--- src/rtl/anbs_pkg.sv ---
// shared types, constants and helpers for the annex b nal splitter
package anbs_pkg;

    // position and length width, fixed by the record format
    localparam int POS_W = 21;

    typedef logic [POS_W-1:0] pos_t;

    // largest byte position of a unit, positions saturate here
    localparam pos_t MAX_UNIT_BYTES = 21'd1048576;

    // access unit delimiter prefix 00 00 00 01 09
    localparam int DELIM_BYTES = 5;
    localparam logic [2:0] DELIM_DONE = 3'd5;

    // start code bytes
    localparam logic [7:0] SC_ZERO = 8'h00;
    localparam logic [7:0] SC_ONE  = 8'h01;

    // zero run saturates at three
    localparam logic [1:0] ZERO_RUN_MAX = 2'd3;
    localparam logic [1:0] ZERO_RUN_SC  = 2'd2;

    // record queue depth and count width
    localparam int QUEUE_DEPTH = 4;
    localparam int CNT_W = $clog2(QUEUE_DEPTH + 1);

    // one nal record
    typedef struct packed {
        pos_t nal_offset;
        pos_t nal_length;
        logic final_nal;
        logic overflow;
    } nal_rec_t;

    // records produced by one byte, rec0 first
    typedef struct packed {
        logic [1:0] rec_count;
        nal_rec_t   rec0;
        nal_rec_t   rec1;
    } core_out_t;

    // status of the record queue
    typedef struct packed {
        logic [CNT_W-1:0] fill;
        logic             has_room;
    } queue_stat_t;

    // expected delimiter byte at a given match position
    function automatic logic [7:0] delim_byte(input logic [2:0] idx);
        logic [7:0] val;
        unique case (idx)
            3'd0:    val = 8'h00;
            3'd1:    val = 8'h00;
            3'd2:    val = 8'h00;
            3'd3:    val = 8'h01;
            3'd4:    val = 8'h09;
            default: val = 8'h00;
        endcase
        return val;
    endfunction

endpackage

--- src/rtl/anbs_byte_if.sv ---
// byte channel carrying the access unit stream
interface anbs_byte_if;
    logic       valid;
    logic       ready;
    logic [7:0] data_byte;
    logic       last_byte;

    modport source (output valid, output data_byte, output last_byte, input ready);
    modport sink (input valid, input data_byte, input last_byte, output ready);
endinterface

--- src/rtl/anbs_nal_if.sv ---
// record channel carrying nal offset and length words
interface anbs_nal_if;
    logic                valid;
    logic                ready;
    anbs_pkg::pos_t      nal_offset;
    anbs_pkg::pos_t      nal_length;
    logic                final_nal;
    logic                overflow;

    modport source (output valid, output nal_offset, output nal_length,
                    output final_nal, output overflow, input ready);
    modport sink (input valid, input nal_offset, input nal_length,
                  input final_nal, input overflow, output ready);
endinterface

--- src/rtl/annexb_nal_unit_splitter_top.sv ---
// top level of the annex b nal unit splitter
//
// byte_ch takes one access unit byte per word, last_byte set on its final
// byte. nal_ch gives one word per nal unit: payload offset after the start
// code, length, a final flag on the last record of the unit and an
// overflow flag once positions saturate at 1048576.
// a leading 00 00 00 01 09 delimiter and the byte after it are stripped.
// records of a unit appear only after a later start code or the last byte.
// the records a byte closes are written into the record queue when it is taken.
// throughput: one byte per cycle while the queue has room; a byte can make up
// to two records, and they go through a four-entry record queue.
// byte_ch.ready is high while the queue holds two records or fewer, so a
// stalled nal_ch stops intake once the queue fills; nothing is dropped.
// reset clears the scanner state and empties the queue; no unit is open
// after reset, and each last byte returns the scanner to that state.
module annexb_nal_unit_splitter_top (
    input  logic         clk,
    input  logic         rst_n,
    anbs_byte_if.sink    byte_ch,
    anbs_nal_if.source   nal_ch
);

    anbs_pkg::core_out_t   res;
    anbs_pkg::nal_rec_t    head;
    anbs_pkg::queue_stat_t qstat;
    logic                  head_valid;
    logic                  accept;
    logic                  pop;
    logic                  unit_clear;

    // handshakes
    assign byte_ch.ready = qstat.has_room;
    assign accept        = byte_ch.valid && byte_ch.ready;
    assign pop           = nal_ch.valid && nal_ch.ready;

    // scanner
    anbs_core u_core (
        .clk        (clk),
        .rst_n      (rst_n),
        .accept     (accept),
        .data_byte  (byte_ch.data_byte),
        .last_byte  (byte_ch.last_byte),
        .res        (res),
        .unit_clear (unit_clear)
    );

    // record queue
    anbs_out_queue u_queue (
        .clk        (clk),
        .rst_n      (rst_n),
        .push       (res),
        .pop        (pop),
        .head       (head),
        .head_valid (head_valid),
        .stat       (qstat)
    );

    // output word
    assign nal_ch.valid      = head_valid;
    assign nal_ch.nal_offset = head.nal_offset;
    assign nal_ch.nal_length = head.nal_length;
    assign nal_ch.final_nal  = head.final_nal;
    assign nal_ch.overflow   = head.overflow;

    // queue never holds more than its depth
    assert property (@(posedge clk) disable iff (!rst_n)
        qstat.fill <= anbs_pkg::CNT_W'(anbs_pkg::QUEUE_DEPTH))
        else $error("record queue over depth");

    // a last byte always leaves a record ready next cycle
    assert property (@(posedge clk) disable iff (!rst_n)
        accept && byte_ch.last_byte |=> nal_ch.valid)
        else $error("no record after last byte");

    // a last byte returns the scanner to its empty state
    assert property (@(posedge clk) disable iff (!rst_n)
        accept && byte_ch.last_byte |=> unit_clear)
        else $error("unit state not cleared at end of unit");

    // the queue only grows when a byte is taken
    assert property (@(posedge clk) disable iff (!rst_n)
        !accept |=> qstat.fill <= $past(qstat.fill))
        else $error("records appeared without an input byte");

endmodule

--- src/rtl/anbs_core.sv ---
// start code scanner: unit state and per-byte record generation
module anbs_core (
    input  logic                clk,
    input  logic                rst_n,
    input  logic                accept,
    input  logic [7:0]          data_byte,
    input  logic                last_byte,
    output anbs_pkg::core_out_t res,
    output logic                unit_clear
);

    anbs_pkg::pos_t pos_reg, pos_next;
    logic [1:0]     zh_reg, zh_next;
    anbs_pkg::pos_t cns_reg, cns_next;
    logic           seen_reg, seen_next;
    logic [2:0]     dcnt_reg, dcnt_next;
    logic           skip_reg, skip_next;
    logic           sat_reg, sat_next;

    anbs_pkg::pos_t      p;
    anbs_pkg::pos_t      p_inc;
    anbs_pkg::pos_t      back;
    anbs_pkg::pos_t      sc;
    anbs_pkg::pos_t      off;
    logic                sat_w;
    logic                go;
    logic                unit_end;
    logic [1:0]          n;
    anbs_pkg::nal_rec_t  rec_mid;
    anbs_pkg::nal_rec_t  rec_end;
    anbs_pkg::nal_rec_t  rec_empty;

    // per-byte next state and records
    always_comb
    begin
        pos_next  = pos_reg;
        zh_next   = zh_reg;
        cns_next  = cns_reg;
        seen_next = seen_reg;
        dcnt_next = dcnt_reg;
        skip_next = skip_reg;
        sat_next  = sat_reg;
        p         = '0;
        p_inc     = '0;
        back      = '0;
        sc        = '0;
        off       = '0;
        sat_w     = 1'b0;
        go        = 1'b0;
        unit_end  = 1'b0;
        n         = 2'd0;
        rec_mid   = '0;
        rec_end   = '0;
        rec_empty = '0;
        rec_empty.final_nal = 1'b1;

        if (skip_reg)
        begin
            // byte after the delimiter prefix is dropped
            skip_next = 1'b0;
            if (last_byte)
            begin
                rec_end  = rec_empty;
                n        = 2'd1;
                unit_end = 1'b1;
            end
        end
        else
        begin
            go = 1'b1;
            // delimiter prefix match
            if (dcnt_reg < anbs_pkg::DELIM_DONE)
            begin
                if (data_byte == anbs_pkg::delim_byte(dcnt_reg))
                begin
                    dcnt_next = dcnt_reg + 3'd1;
                    if (dcnt_reg == anbs_pkg::DELIM_DONE - 3'd1)
                    begin
                        go        = 1'b0;
                        pos_next  = '0;
                        zh_next   = '0;
                        cns_next  = '0;
                        seen_next = 1'b0;
                        sat_next  = 1'b0;
                        if (last_byte)
                        begin
                            rec_end  = rec_empty;
                            n        = 2'd1;
                            unit_end = 1'b1;
                        end
                        else
                        begin
                            skip_next = 1'b1;
                        end
                    end
                end
                else
                begin
                    dcnt_next = anbs_pkg::DELIM_DONE;
                end
            end

            if (go)
            begin
                // saturating position
                sat_w    = sat_reg | (pos_reg >= anbs_pkg::MAX_UNIT_BYTES);
                p        = (pos_reg >= anbs_pkg::MAX_UNIT_BYTES) ?
                           anbs_pkg::MAX_UNIT_BYTES : pos_reg;
                p_inc    = (p >= anbs_pkg::MAX_UNIT_BYTES) ?
                           anbs_pkg::MAX_UNIT_BYTES : p + 1'b1;
                sat_next = sat_w;

                // start code closes on a one after two or more zeros
                if (data_byte == anbs_pkg::SC_ONE && zh_reg >= anbs_pkg::ZERO_RUN_SC)
                begin
                    back = (zh_reg == anbs_pkg::ZERO_RUN_MAX) ? 21'd3 : 21'd2;
                    sc   = (p >= back) ? p - back : '0;
                    if (seen_reg)
                    begin
                        rec_mid.nal_offset = cns_reg;
                        rec_mid.nal_length = (sc > cns_reg) ? sc - cns_reg : '0;
                        rec_mid.final_nal  = 1'b0;
                        rec_mid.overflow   = sat_w;
                        n = 2'd1;
                    end
                    cns_next  = p_inc;
                    seen_next = 1'b1;
                end

                // zero run tracking
                if (data_byte == anbs_pkg::SC_ZERO)
                begin
                    zh_next = (zh_reg == anbs_pkg::ZERO_RUN_MAX) ?
                              anbs_pkg::ZERO_RUN_MAX : zh_reg + 2'd1;
                end
                else
                begin
                    zh_next = '0;
                end

                pos_next = p_inc;

                // final record at end of unit
                if (last_byte)
                begin
                    off = seen_next ? cns_next : '0;
                    rec_end.nal_offset = off;
                    rec_end.nal_length = (p_inc > off) ? p_inc - off : '0;
                    rec_end.final_nal  = 1'b1;
                    rec_end.overflow   = sat_w;
                    n        = n + 2'd1;
                    unit_end = 1'b1;
                end
            end
        end

        // end of unit clears everything
        if (unit_end)
        begin
            pos_next  = '0;
            zh_next   = '0;
            cns_next  = '0;
            seen_next = 1'b0;
            dcnt_next = '0;
            skip_next = 1'b0;
            sat_next  = 1'b0;
        end
    end

    // pack records, mid-unit record goes first
    always_comb
    begin
        res.rec_count = accept ? n : 2'd0;
        if (n == 2'd2)
        begin
            res.rec0 = rec_mid;
            res.rec1 = rec_end;
        end
        else if (rec_end.final_nal)
        begin
            res.rec0 = rec_end;
            res.rec1 = '0;
        end
        else
        begin
            res.rec0 = rec_mid;
            res.rec1 = '0;
        end
    end

    assign unit_clear = (pos_reg == '0) && !seen_reg && (dcnt_reg == '0) && !skip_reg;

    // unit state registers
    always_ff @(posedge clk or negedge rst_n)
    begin
        if (!rst_n)
        begin
            pos_reg  <= '0;
            zh_reg   <= '0;
            cns_reg  <= '0;
            seen_reg <= 1'b0;
            dcnt_reg <= '0;
            skip_reg <= 1'b0;
            sat_reg  <= 1'b0;
        end
        else if (accept)
        begin
            pos_reg  <= pos_next;
            zh_reg   <= zh_next;
            cns_reg  <= cns_next;
            seen_reg <= seen_next;
            dcnt_reg <= dcnt_next;
            skip_reg <= skip_next;
            sat_reg  <= sat_next;
        end
    end

endmodule

--- src/rtl/anbs_out_queue.sv ---
// small shift queue of nal records, up to two pushes and one pop per cycle
module anbs_out_queue (
    input  logic                  clk,
    input  logic                  rst_n,
    input  anbs_pkg::core_out_t   push,
    input  logic                  pop,
    output anbs_pkg::nal_rec_t    head,
    output logic                  head_valid,
    output anbs_pkg::queue_stat_t stat
);

    anbs_pkg::nal_rec_t           q_reg [anbs_pkg::QUEUE_DEPTH];
    anbs_pkg::nal_rec_t           q_next [anbs_pkg::QUEUE_DEPTH];
    logic [anbs_pkg::CNT_W-1:0]   cnt_reg, cnt_next;
    logic [anbs_pkg::CNT_W-1:0]   base;
    logic                         do_pop;

    assign do_pop = pop && (cnt_reg != '0);
    assign base   = cnt_reg - {{(anbs_pkg::CNT_W-1){1'b0}}, do_pop};

    // shift on pop, then append new records
    always_comb
    begin
        for (int i = 0; i < anbs_pkg::QUEUE_DEPTH; i++)
        begin
            if (do_pop && i < anbs_pkg::QUEUE_DEPTH - 1)
            begin
                q_next[i] = q_reg[i+1];
            end
            else
            begin
                q_next[i] = q_reg[i];
            end
            if (push.rec_count != 2'd0 && base == anbs_pkg::CNT_W'(i))
            begin
                q_next[i] = push.rec0;
            end
            if (push.rec_count == 2'd2 && base + 1'b1 == anbs_pkg::CNT_W'(i))
            begin
                q_next[i] = push.rec1;
            end
        end
        cnt_next = base + anbs_pkg::CNT_W'(push.rec_count);
    end

    // record storage
    always_ff @(posedge clk)
    begin
        for (int i = 0; i < anbs_pkg::QUEUE_DEPTH; i++)
        begin
            q_reg[i] <= q_next[i];
        end
    end

    // fill count
    always_ff @(posedge clk or negedge rst_n)
    begin
        if (!rst_n)
        begin
            cnt_reg <= '0;
        end
        else
        begin
            cnt_reg <= cnt_next;
        end
    end

    assign head          = q_reg[0];
    assign head_valid    = (cnt_reg != '0);
    assign stat.fill     = cnt_reg;
    assign stat.has_room = (cnt_reg <= anbs_pkg::CNT_W'(anbs_pkg::QUEUE_DEPTH - 2));

endmodule

--- src/flat_wrapper.sv ---
// flat-port wrapper written by rule: the top's interface ports become plain ports
module annexb_nal_unit_splitter_top_flat 
  (clk, rst_n, byte_ch_valid, byte_ch_data_byte, byte_ch_last_byte, byte_ch_ready, nal_ch_valid, nal_ch_nal_offset, nal_ch_nal_length, nal_ch_final_nal, nal_ch_overflow, nal_ch_ready);
  anbs_byte_if byte_ch_i ();
  anbs_nal_if nal_ch_i ();
  input  logic clk;
  input  logic rst_n;
  input wire logic [$bits(byte_ch_i.valid)-1:0] byte_ch_valid;
  input wire logic [$bits(byte_ch_i.data_byte)-1:0] byte_ch_data_byte;
  input wire logic [$bits(byte_ch_i.last_byte)-1:0] byte_ch_last_byte;
  output wire logic [$bits(byte_ch_i.ready)-1:0] byte_ch_ready;
  output wire logic [$bits(nal_ch_i.valid)-1:0] nal_ch_valid;
  output wire logic [$bits(nal_ch_i.nal_offset)-1:0] nal_ch_nal_offset;
  output wire logic [$bits(nal_ch_i.nal_length)-1:0] nal_ch_nal_length;
  output wire logic [$bits(nal_ch_i.final_nal)-1:0] nal_ch_final_nal;
  output wire logic [$bits(nal_ch_i.overflow)-1:0] nal_ch_overflow;
  input wire logic [$bits(nal_ch_i.ready)-1:0] nal_ch_ready;
  assign byte_ch_i.valid = byte_ch_valid;
  assign byte_ch_i.data_byte = byte_ch_data_byte;
  assign byte_ch_i.last_byte = byte_ch_last_byte;
  assign byte_ch_ready = byte_ch_i.ready;
  assign nal_ch_valid = nal_ch_i.valid;
  assign nal_ch_nal_offset = nal_ch_i.nal_offset;
  assign nal_ch_nal_length = nal_ch_i.nal_length;
  assign nal_ch_final_nal = nal_ch_i.final_nal;
  assign nal_ch_overflow = nal_ch_i.overflow;
  assign nal_ch_i.ready = nal_ch_ready;
  annexb_nal_unit_splitter_top u_core (.clk(clk), .rst_n(rst_n), .byte_ch(byte_ch_i), .nal_ch(nal_ch_i));
endmodule
--- config.mk ---
export PLATFORM = sky130hd
export DESIGN_NAME = annexb_nal_unit_splitter_top_flat
export DESIGN_NICKNAME = d
export VERILOG_FILES = /design/src/rtl/anbs_pkg.sv /design/src/rtl/anbs_byte_if.sv /design/src/rtl/anbs_nal_if.sv /design/src/rtl/annexb_nal_unit_splitter_top.sv /design/src/rtl/anbs_core.sv /design/src/rtl/anbs_out_queue.sv /design/src/flat_wrapper.sv
export SDC_FILE = /design/constraint.sdc
export NUM_CORES = 1
export LEC_CHECK = 0
export ABC_AREA = 1
export BUFFER_PORTS_ARGS = -buffer_cell sky130_fd_sc_hd__buf_2
export CORE_AREA = 10 10 172 214
export DETAILED_ROUTE_END_ITERATION = 10
export DIE_AREA = 0 0 182 224
export HOLD_SLACK_MARGIN = 0.15
export PLACE_DENSITY = 0.79
export SKIP_LAST_GASP = 1
export SYNTH_ARGS = -nofsm -noshare
export SYNTH_HDL_FRONTEND = slang
export SYNTH_SLANG_ARGS = --single-unit
--- constraint.sdc ---
create_clock -name clk -period 10.2 [get_ports clk]
set_clock_uncertainty 0.15 [all_clocks]
set_input_delay 1.02 -clock clk [delete_from_list [all_inputs] [get_ports clk]]
set_output_delay 1.02 -clock clk [all_outputs]
set_load 0.1 [all_outputs]
After elaboration in Yosys (flattened, before gate mapping)
Memory sizes are Yosys's and may differ from the RTL's. Index checks and enable logic that the tools add are counted.

Reduce and logical (&&, ||, !) cells: 24. Equal/unequal tests: 14. Order comparisons: 8. Bitwise gates (word level): 1. Multiply operators: 0. Div/mod/pow operators: 0. Shift operators: 0. Muxes and demuxes: 105. Add/subtract/negate cells: 10.

Operators with widths (number): $mux 44 (21); $mux 21 (21); $mux 88 (2); $ge 21x21->1 const B (2); $gt 21x21->1 (2); $sub 21x21->21 (2); $mux 2 (20); $mux 1 (34); $add 21x1->21 const B (1); $ge 21x2->1 (1); $sub 21x2->21 (1); $mux 8 (2); $eq 3x2->1 const B (5); $logic_and 1x1->1 (12); $mux 3 (4); $reduce_bool 3->1 (4); $eq 8x1->1 const B (1); $eq 8x8->1 (1); $logic_not 8->1 (1); $pmux 4 s2 (1); $add 3x1->3 const B (2); $eq 2x2->1 const B (3); $eq 3x1->1 const B (2); $logic_not 3->1 (2); other kinds (13) (15).

Memory bits (writable): 176. Register bits: 53. Word-level logic and storage cells: 171. Input bits: 13. Memories kept: 1. Bits in latches: 0. Memory bits (read-only): 0.

Memories: u_core.u_queue.q_reg (words 4, bits a word 44, read ports 4, clocked after Yosys merged registers in 0, wr ports 4, RTL line anbs_out_queue.sv:12) `anbs_pkg::nal_rec_t q_reg [anbs_pkg::QUEUE_DEPTH];`.

Depth between registers and ports, before layout
Gate-level depths: netlist (run 1).

Depth in word-level cells: 20. Mapped depth: 36. Mapped depth without buffers: 33.

By module
From an unflattened synthesis (run 1), not the netlist that was laid out.

Cells, all modules: 2688. Area total of the unflattened synthesis: 18026.0 um^2.

Modules (own cells, without submodules): anbs_out_queue (area each 10015.9 um^2, instances 1, sequential area each 5360.1 um^2, cells each 1221); anbs_core (area each 7995.2 um^2, instances 1, sequential area each 1251.2 um^2, cells each 1463); annexb_nal_unit_splitter_top (area each 15.0 um^2, instances 1, sequential area each 0.0 um^2, cells each 4).

Worst setup path after synthesis (run 1)
Ideal clock, no wire load.

Path type: input -> register. From: input byte_ch_data_byte[1]. To: memory u_core.u_queue.q_reg[2][0] (netlist bit) (enable). Data required time: 9380 ps. Slack: 5151 ps. Buffers on the path: 4. Cell stages on the path: 16. Arrival time: 4229 ps. Cell sequence: nor2_1 nand3_1 nor2_4 nand3_4 buf_4 buf_2 buf_2 o21ai_0 ha_1 inv_1 nand3_1 nand3_2 nand2_1 nand3_1 buf_2 nand3_1.

RTL lines: start: declaration (RTL line flat_wrapper.sv:9) `input wire logic [$bits(byte_ch_i.data_byte)-1:0] byte_ch_data_byte;`; end: declaration (RTL line anbs_out_queue.sv:12).

==> results of run 1 <==
-- final cells by class --
| class | count | area [um2] |
|---|---|---|
| clock inverter | 12 | 125 |
| sequential | 229 | 6610 |
| timing repair buffer | 78 | 440 |
| tap | 418 | 523 |
| multi-input combinational | 1963 | 9280 |
| clock buffer | 34 | 681 |
| fill | 3084 | 13400 |
| inverter | 369 | 1390 |
-- critical path, stage by stage (launching register included) --
cell,delay [ns]
dfrtp_1,0.46
buf_4,0.28
nor2_4,0.22
ha_1,0.31
inv_1,0.08
nor2_1,0.10
nand2_1,0.08
nor2_1,0.23
nand4_1,0.13
nor4_1,0.25
nand3_1,0.12
ha_1,0.25
o21ai_0,0.51
nand2_1,0.17
ha_1,0.39
nand2_1,0.08
nor2_1,0.15
nand2_1,0.08
nor2_1,0.10
nand2_1,0.06
nand3_1,0.09
nand2_1,0.16
nor2_2,0.91
inv_1,0.28
nor3_2,0.30
nand2_1,0.11
nand2_1,0.09
-- worst min path at each step --
stage               cells past startpoint  slack [ns]                       to
CTS                                     2        0.40   u_core.u_core.seen_reg
global route                            2        0.42   u_core.u_core.seen_reg
finish                                  2        0.39   u_core.u_core.seen_reg
detailed placement                      2        0.38   u_core.u_core.seen_reg
global placement                        2        0.38  u_core.u_core.zh_reg[1]
floorplan                               2        0.33   u_core.u_core.seen_reg
-- per-stage QoR --
step                area (um2)  power [mW]  utilization  instances
global placement         18200        5.93        0.561       3057
floorplan                17800        4.86            -       2660
global route             19000        7.56        0.586       3103
detailed placement       18200        5.99        0.561       3057
CTS                      19000        6.92        0.586       3103
finish                   19000        7.00        0.586       3103
-- cells by family after synthesis --
logic type                 count (synthesis)  share of synthesized area
buffers and inverters                    468                      0.109
xor gates and xnor gates                  32                     0.0158
adders and majority gates                 59                     0.0428
DFF                                      229                      0.372
and+or+nand+nor                         1698                      0.407
AOI/OAI and AO/OA                        174                     0.0536
-- metal layers --
metal | track usage | wire length, um | up-vias
li1 | - | - | 8479
met1 | 0.350 | 22800 | 8281
met2 | 0.472 | 28300 | 1010
met3 | 0.0429 | 5630 | 197
met4 | 0.175 | 3750 | 0
met5 | 0 | 0 | -
-- cells in the mapped netlist (all sizes together), types with 3 or more instances --
cell type | count | area, um2
nand2 | 922 | 3500
inv | 368 | 1380
nor2 | 367 | 1530
nand3 | 338 | 1720
edfxtp | 176 | 5290
buf | 83 | 484
o21ai | 70 | 354
a21oi | 66 | 338
ha | 56 | 701
dfrtp | 53 | 1330
o22ai | 28 | 175
nand4 | 22 | 153
nor3 | 22 | 130
xnor2 | 18 | 158
clkbuf | 16 | 60.1
nand3b | 14 | 105
xor2 | 14 | 123
and2 | 5 | 31.3
nor4 | 5 | 37.5
o21a | 5 | 37.5
fa | 3 | 60.1
o21bai | 3 | 22.5
-- power by group --
group	internal [mW]	switching, mW	leakage [nW]
registers	1.30	0.0840	2.46
clock network	0.521	0.399	0.389
logic	1.34	3.35	6.83
total	3.16	3.83	9.68
==> results.py, run 1 <==
metrics = {
    "power_and_ir_drop": {
        "cellPowerDensity_mw_per_mm2": 367,
        "vdd_ir_drop_max_v": 0.000287,
        "p_leak_nw": 9.68,
    },
    "sta": {
        "period_needed_ns": 6.30,
        "hold_viol_final": 0,
        "maxSlewHeadroom": 0.224,
        "min_period_over_period": 0.618,
        "finalMaxSlewViolations": 0,
        "tns_ns": 0,
        "rsz0062_at_grt": "false",
        "fmax_mhz": 159,
        "finalSetupViolations": 0,
        "tightest_slew_ns": 1.16,
        "fin_ws_ns": 3.90,
        "fin_hold_ws_ns": 0.393,
    },
    "grt": {
        "antenna_found_initial": 0,
        "grt_overflow": 0,
        "track_usage": 0.287,
        "grt_pass1_vias": 17013,
        "grt_max_degree": 88,
        "grt_pass1_wl_um": 94000,
    },
    "synth": {
        "synth-edff-count": 176,
        "synth-main-ff-cell": "edfxtp_1",
        "syn-num-nets": 2732,
        "synthArstFlopShare": 0.231,
        "ys_seq_area_frac": 0.372,
        "syn_area_per_cell_um2": 6.68,
        "yosysWarnings": 0,
        "synth-seq-cells": 229,
        "synth_area_mm2": 0.0178,
        "synthCells": 2660,
        "ys_types": 45,
    },
    "setup_path": {
        "worstReg2RegStart": "u_core.u_core.pos_reg[20]",
        "endpoint": "u_core.u_queue.q_reg[0][19]",
        "critPathMaxFanout": 24,
        "startpoint": "u_core.u_core.pos_reg[20]",
        "cp_data_arrival_time_ns": 6.57,
        "reg2reg_to": "u_core.u_queue.q_reg[0][19]",
        "rrSetupSlack_ns": 3.90,
        "reg2regPathDepth": 26,
        "end_kind": "flip-flop",
        "crit_type": "flip-flop to flip-flop",
        "required_ns": 10.47,
        "crit_path_start_kind": "flip-flop",
    },
    "placed_design": {
        "io_buffers": 58,
        "post-place-ws_ns": 3.93,
        "dp_hpwl_um": 43800,
        "finalWeightedCongestion": 1.00,
    },
    "route": {
        "num_vias": 17967,
        "ant_nets": 0,
        "dr.pass1.iters": 6,
        "drt_wl_total_um": 60500,
        "remaining_drc_errors": 0,
        "drt_iter0_drc": 2123,
        "viasPerCell": 5.79,
        "wire_per_inst_um": 19.5,
    },
    "layout": {
        "largest_register_ffs": 176,
        "syn2layout_area_growth_pct": 7.29,
        "drive_gt1_frac": 0.0704,
        "antenna_cells": 0,
        "layout_common_cells": "909 x nand2_1, 358 x inv_1, 335 x nor2_1",
        "final_common_cell": "nand2_1",
        "fin_nets": 2739,
    },
    "cts": {
        "cts_buffers": 26,
        "cts_hold_buf": 0,
        "clock_sinks": 229,
        "path_clk_slew_ns": 0.06,
        "cts_tree": "built",
        "ctsResizeCount": 0,
        "cts_max_path_buffers": 3,
        "cts_htree_levels": 1,
        "clockRootBuffer": "clkbuf_16",
        "clk_latency_ns": 0.56,
        "post_cts_buffers": 0,
    },
    "min_path": {
        "min_path_type": "flip-flop to flip-flop",
        "worstHoldStart": "u_core.u_core.seen_reg",
    },
    "die": {
        "initial_core_util": 0.546,
        "dieHeight_um": 224,
        "rows": 74,
        "io_pins": 59,
        "dieArea_mm2": 0.0408,
        "die_w_um": 182,
        "design.core.area_mm2": 0.0325,
    },
    "run": {
        "drv_cap": 0,
    },
    "run_status": {
        "status": "finished, final reports clean",
    },
}
Note: power is estimated with default switching activity, not from simulation.
==> run 2, diff against run 1 <==
clock period = 5.8 ns   (was 10.2 ns; I/O delays follow)
==> results.py, run 2 (same netlist as run 1, synthesis figures left out) <==
metrics = {
    "grt": {
        "grt_max_degree": 88,
        "grt_pass1_wl_um": 93500,
        "grt_pass1_vias": 16760,
        "track_usage": 0.288,
        "grt_overflow": 0,
        "antenna_found_initial": 0,
    },
    "setup_path": {
        "crit_type": "flip-flop to flip-flop",
        "required_ns": 5.95,
        "cp_data_arrival_time_ns": 5.34,
        "end_kind": "flip-flop",
        "path_common_cell": "nand2_1",
        "crit_path_start_kind": "flip-flop",
        "critPathSlowestCell": "dfrtp_1",
        "slowest_delay_ns": 0.62,
        "critPathMaxFanout": 19,
    },
    "placed_design": {
        "io_buffers": 58,
        "dp_hpwl_um": 44300,
        "finalWeightedCongestion": 1.04,
    },
    "sta": {
        "period_needed_ns": 5.20,
        "fmax_mhz": 192,
        "tightest_slew_ns": 1.05,
        "rsz0062_at_grt": "false",
        "finalSetupViolations": 0,
        "finalMaxSlewViolations": 0,
        "hold_viol_final": 0,
        "maxSlewHeadroom": 0.300,
        "min_period_over_period": 0.896,
        "tns_ns": 0,
        "fin_hold_ws_ns": 0.290,
    },
    "layout": {
        "fin_nets": 2751,
        "final_common_cell": "nand2_1",
        "fillers": 3067,
        "drive_gt1_frac": 0.0735,
        "layout_common_cells": "909 x nand2_1, 358 x inv_1, 335 x nor2_1",
        "largest_register_ffs": 176,
        "antenna_cells": 0,
        "syn2layout_area_growth_pct": 7.37,
    },
    "cts": {
        "clockRootBuffer": "clkbuf_16",
        "cts_max_path_buffers": 3,
        "clock_sinks": 229,
        "post_cts_buffers": 0,
        "cts_tree": "built",
        "cts_htree_levels": 1,
        "cts_buffers": 25,
        "clk_latency_ns": 0.55,
        "path_clk_slew_ns": 0.07,
    },
    "route": {
        "wire_per_inst_um": 19.6,
        "drt_wl_total_um": 60900,
        "ant_nets": 0,
        "drt_iter0_drc": 2142,
        "viasPerCell": 5.71,
        "num_vias": 17788,
        "remaining_drc_errors": 0,
        "dr.pass1.iters": 6,
    },
    "die": {
        "die_w_um": 182,
        "dieArea_mm2": 0.0408,
        "dieHeight_um": 224,
        "design.core.area_mm2": 0.0325,
        "initial_core_util": 0.546,
        "io_pins": 59,
        "rows": 74,
    },
    "power_and_ir_drop": {
        "cellPowerDensity_mw_per_mm2": 641,
        "power_mw": 12.2,
        "p_leak_nw": 9.71,
        "vdd_ir_drop_max_v": 0.000448,
    },
    "run": {
        "drv_cap": 0,
    },
    "min_path": {
        "min_path_type": "primary input to flip-flop",
    },
    "run_status": {
        "status": "finished, final reports clean",
    },
}
run 2: cell types whose count changed in the layout (fill, tap and decap cells not counted), moves of 2 or more:
cell | previous run | this run
buf_4 | 20 | 31
clkbuf_1 | 8 | 6
clkinv_1 | 5 | 7
bufinv_16 | 2 | 0
run 2: power by group:
part           total [mW]  internal, mW  switching, mW
Sequential           2.43          2.28          0.150
Clock                1.48         0.792          0.693
Combinational        8.31          2.39           5.92
Total                12.2          5.46           6.76
run 2: timing repair:
| action | in CTS | in global routing |
|---|---|---|
| gates resized for setup | 0 | 0 |
| endpoints found under the hold margin | 53 | 0 |
| hold buffers | 1 | 0 |
run 2: worst paths after layout:
path                                            from                    endpoint  slack, ns  cells past startpoint
max                        u_core.u_core.pos_reg[20]  u_core.u_queue.q_reg[1][3]       0.60                     28
min reg2reg                  u_core.u_core.zh_reg[0]     u_core.u_core.zh_reg[1]       0.40                      2
min                             byte_ch_data_byte[0]     u_core.u_core.zh_reg[1]       0.29                      4
min in group asynchronous                      rst_n   u_core.u_core.pos_reg[19]       0.53                      3
max in group asynchronous                      rst_n   u_core.u_core.pos_reg[10]       4.44                      3
max reg2reg                u_core.u_core.pos_reg[20]  u_core.u_queue.q_reg[1][3]       0.60                     28
run 2: per-stage QoR:
step | worst slack (ns) | instance area, um2 | cells | util
after floorplan | 0.810 | 17800 | 2660 | -
after global placement | 0.776 | 18300 | 3069 | 0.564
after detailed placement | 0.670 | 18300 | 3069 | 0.564
after CTS | 0.653 | 19100 | 3113 | 0.587
after global routing | 0.135 | 19100 | 3113 | 0.587
final | 0.605 | 19100 | 3113 | 0.587
run 2: final cells by class:
class | count | area (um2) | share of cell area
Clock buffer | 31 | 648 | 0.0340
Clock inverter | 12 | 67.6 | 0.00354
Inverter | 369 | 1390 | 0.0727
Multi-Input combinational cell | 1963 | 9280 | 0.487
Sequential cell | 229 | 6610 | 0.347
Tap cell | 418 | 523 | 0.0274
Timing Repair Buffer | 91 | 553 | 0.0290
run 2: worst max-delay path: cells and delay by family (launching register included):
kind | cells | cell delay [ns]
fa+ha+maj | 2 | 0.54
flops | 1 | 0.62
buf+inv | 7 | 0.57
simple gates | 18 | 2.94
compound gates | 1 | 0.13
run 2: routing by layer:
layer	vias to the layer above	routed length [um]	track usage
li1	8477	-	-
met1	8112	23100	0.354
met2	1027	28500	0.474
met3	172	5560	0.0377
met4	0	3650	0.172
met5	-	0	0
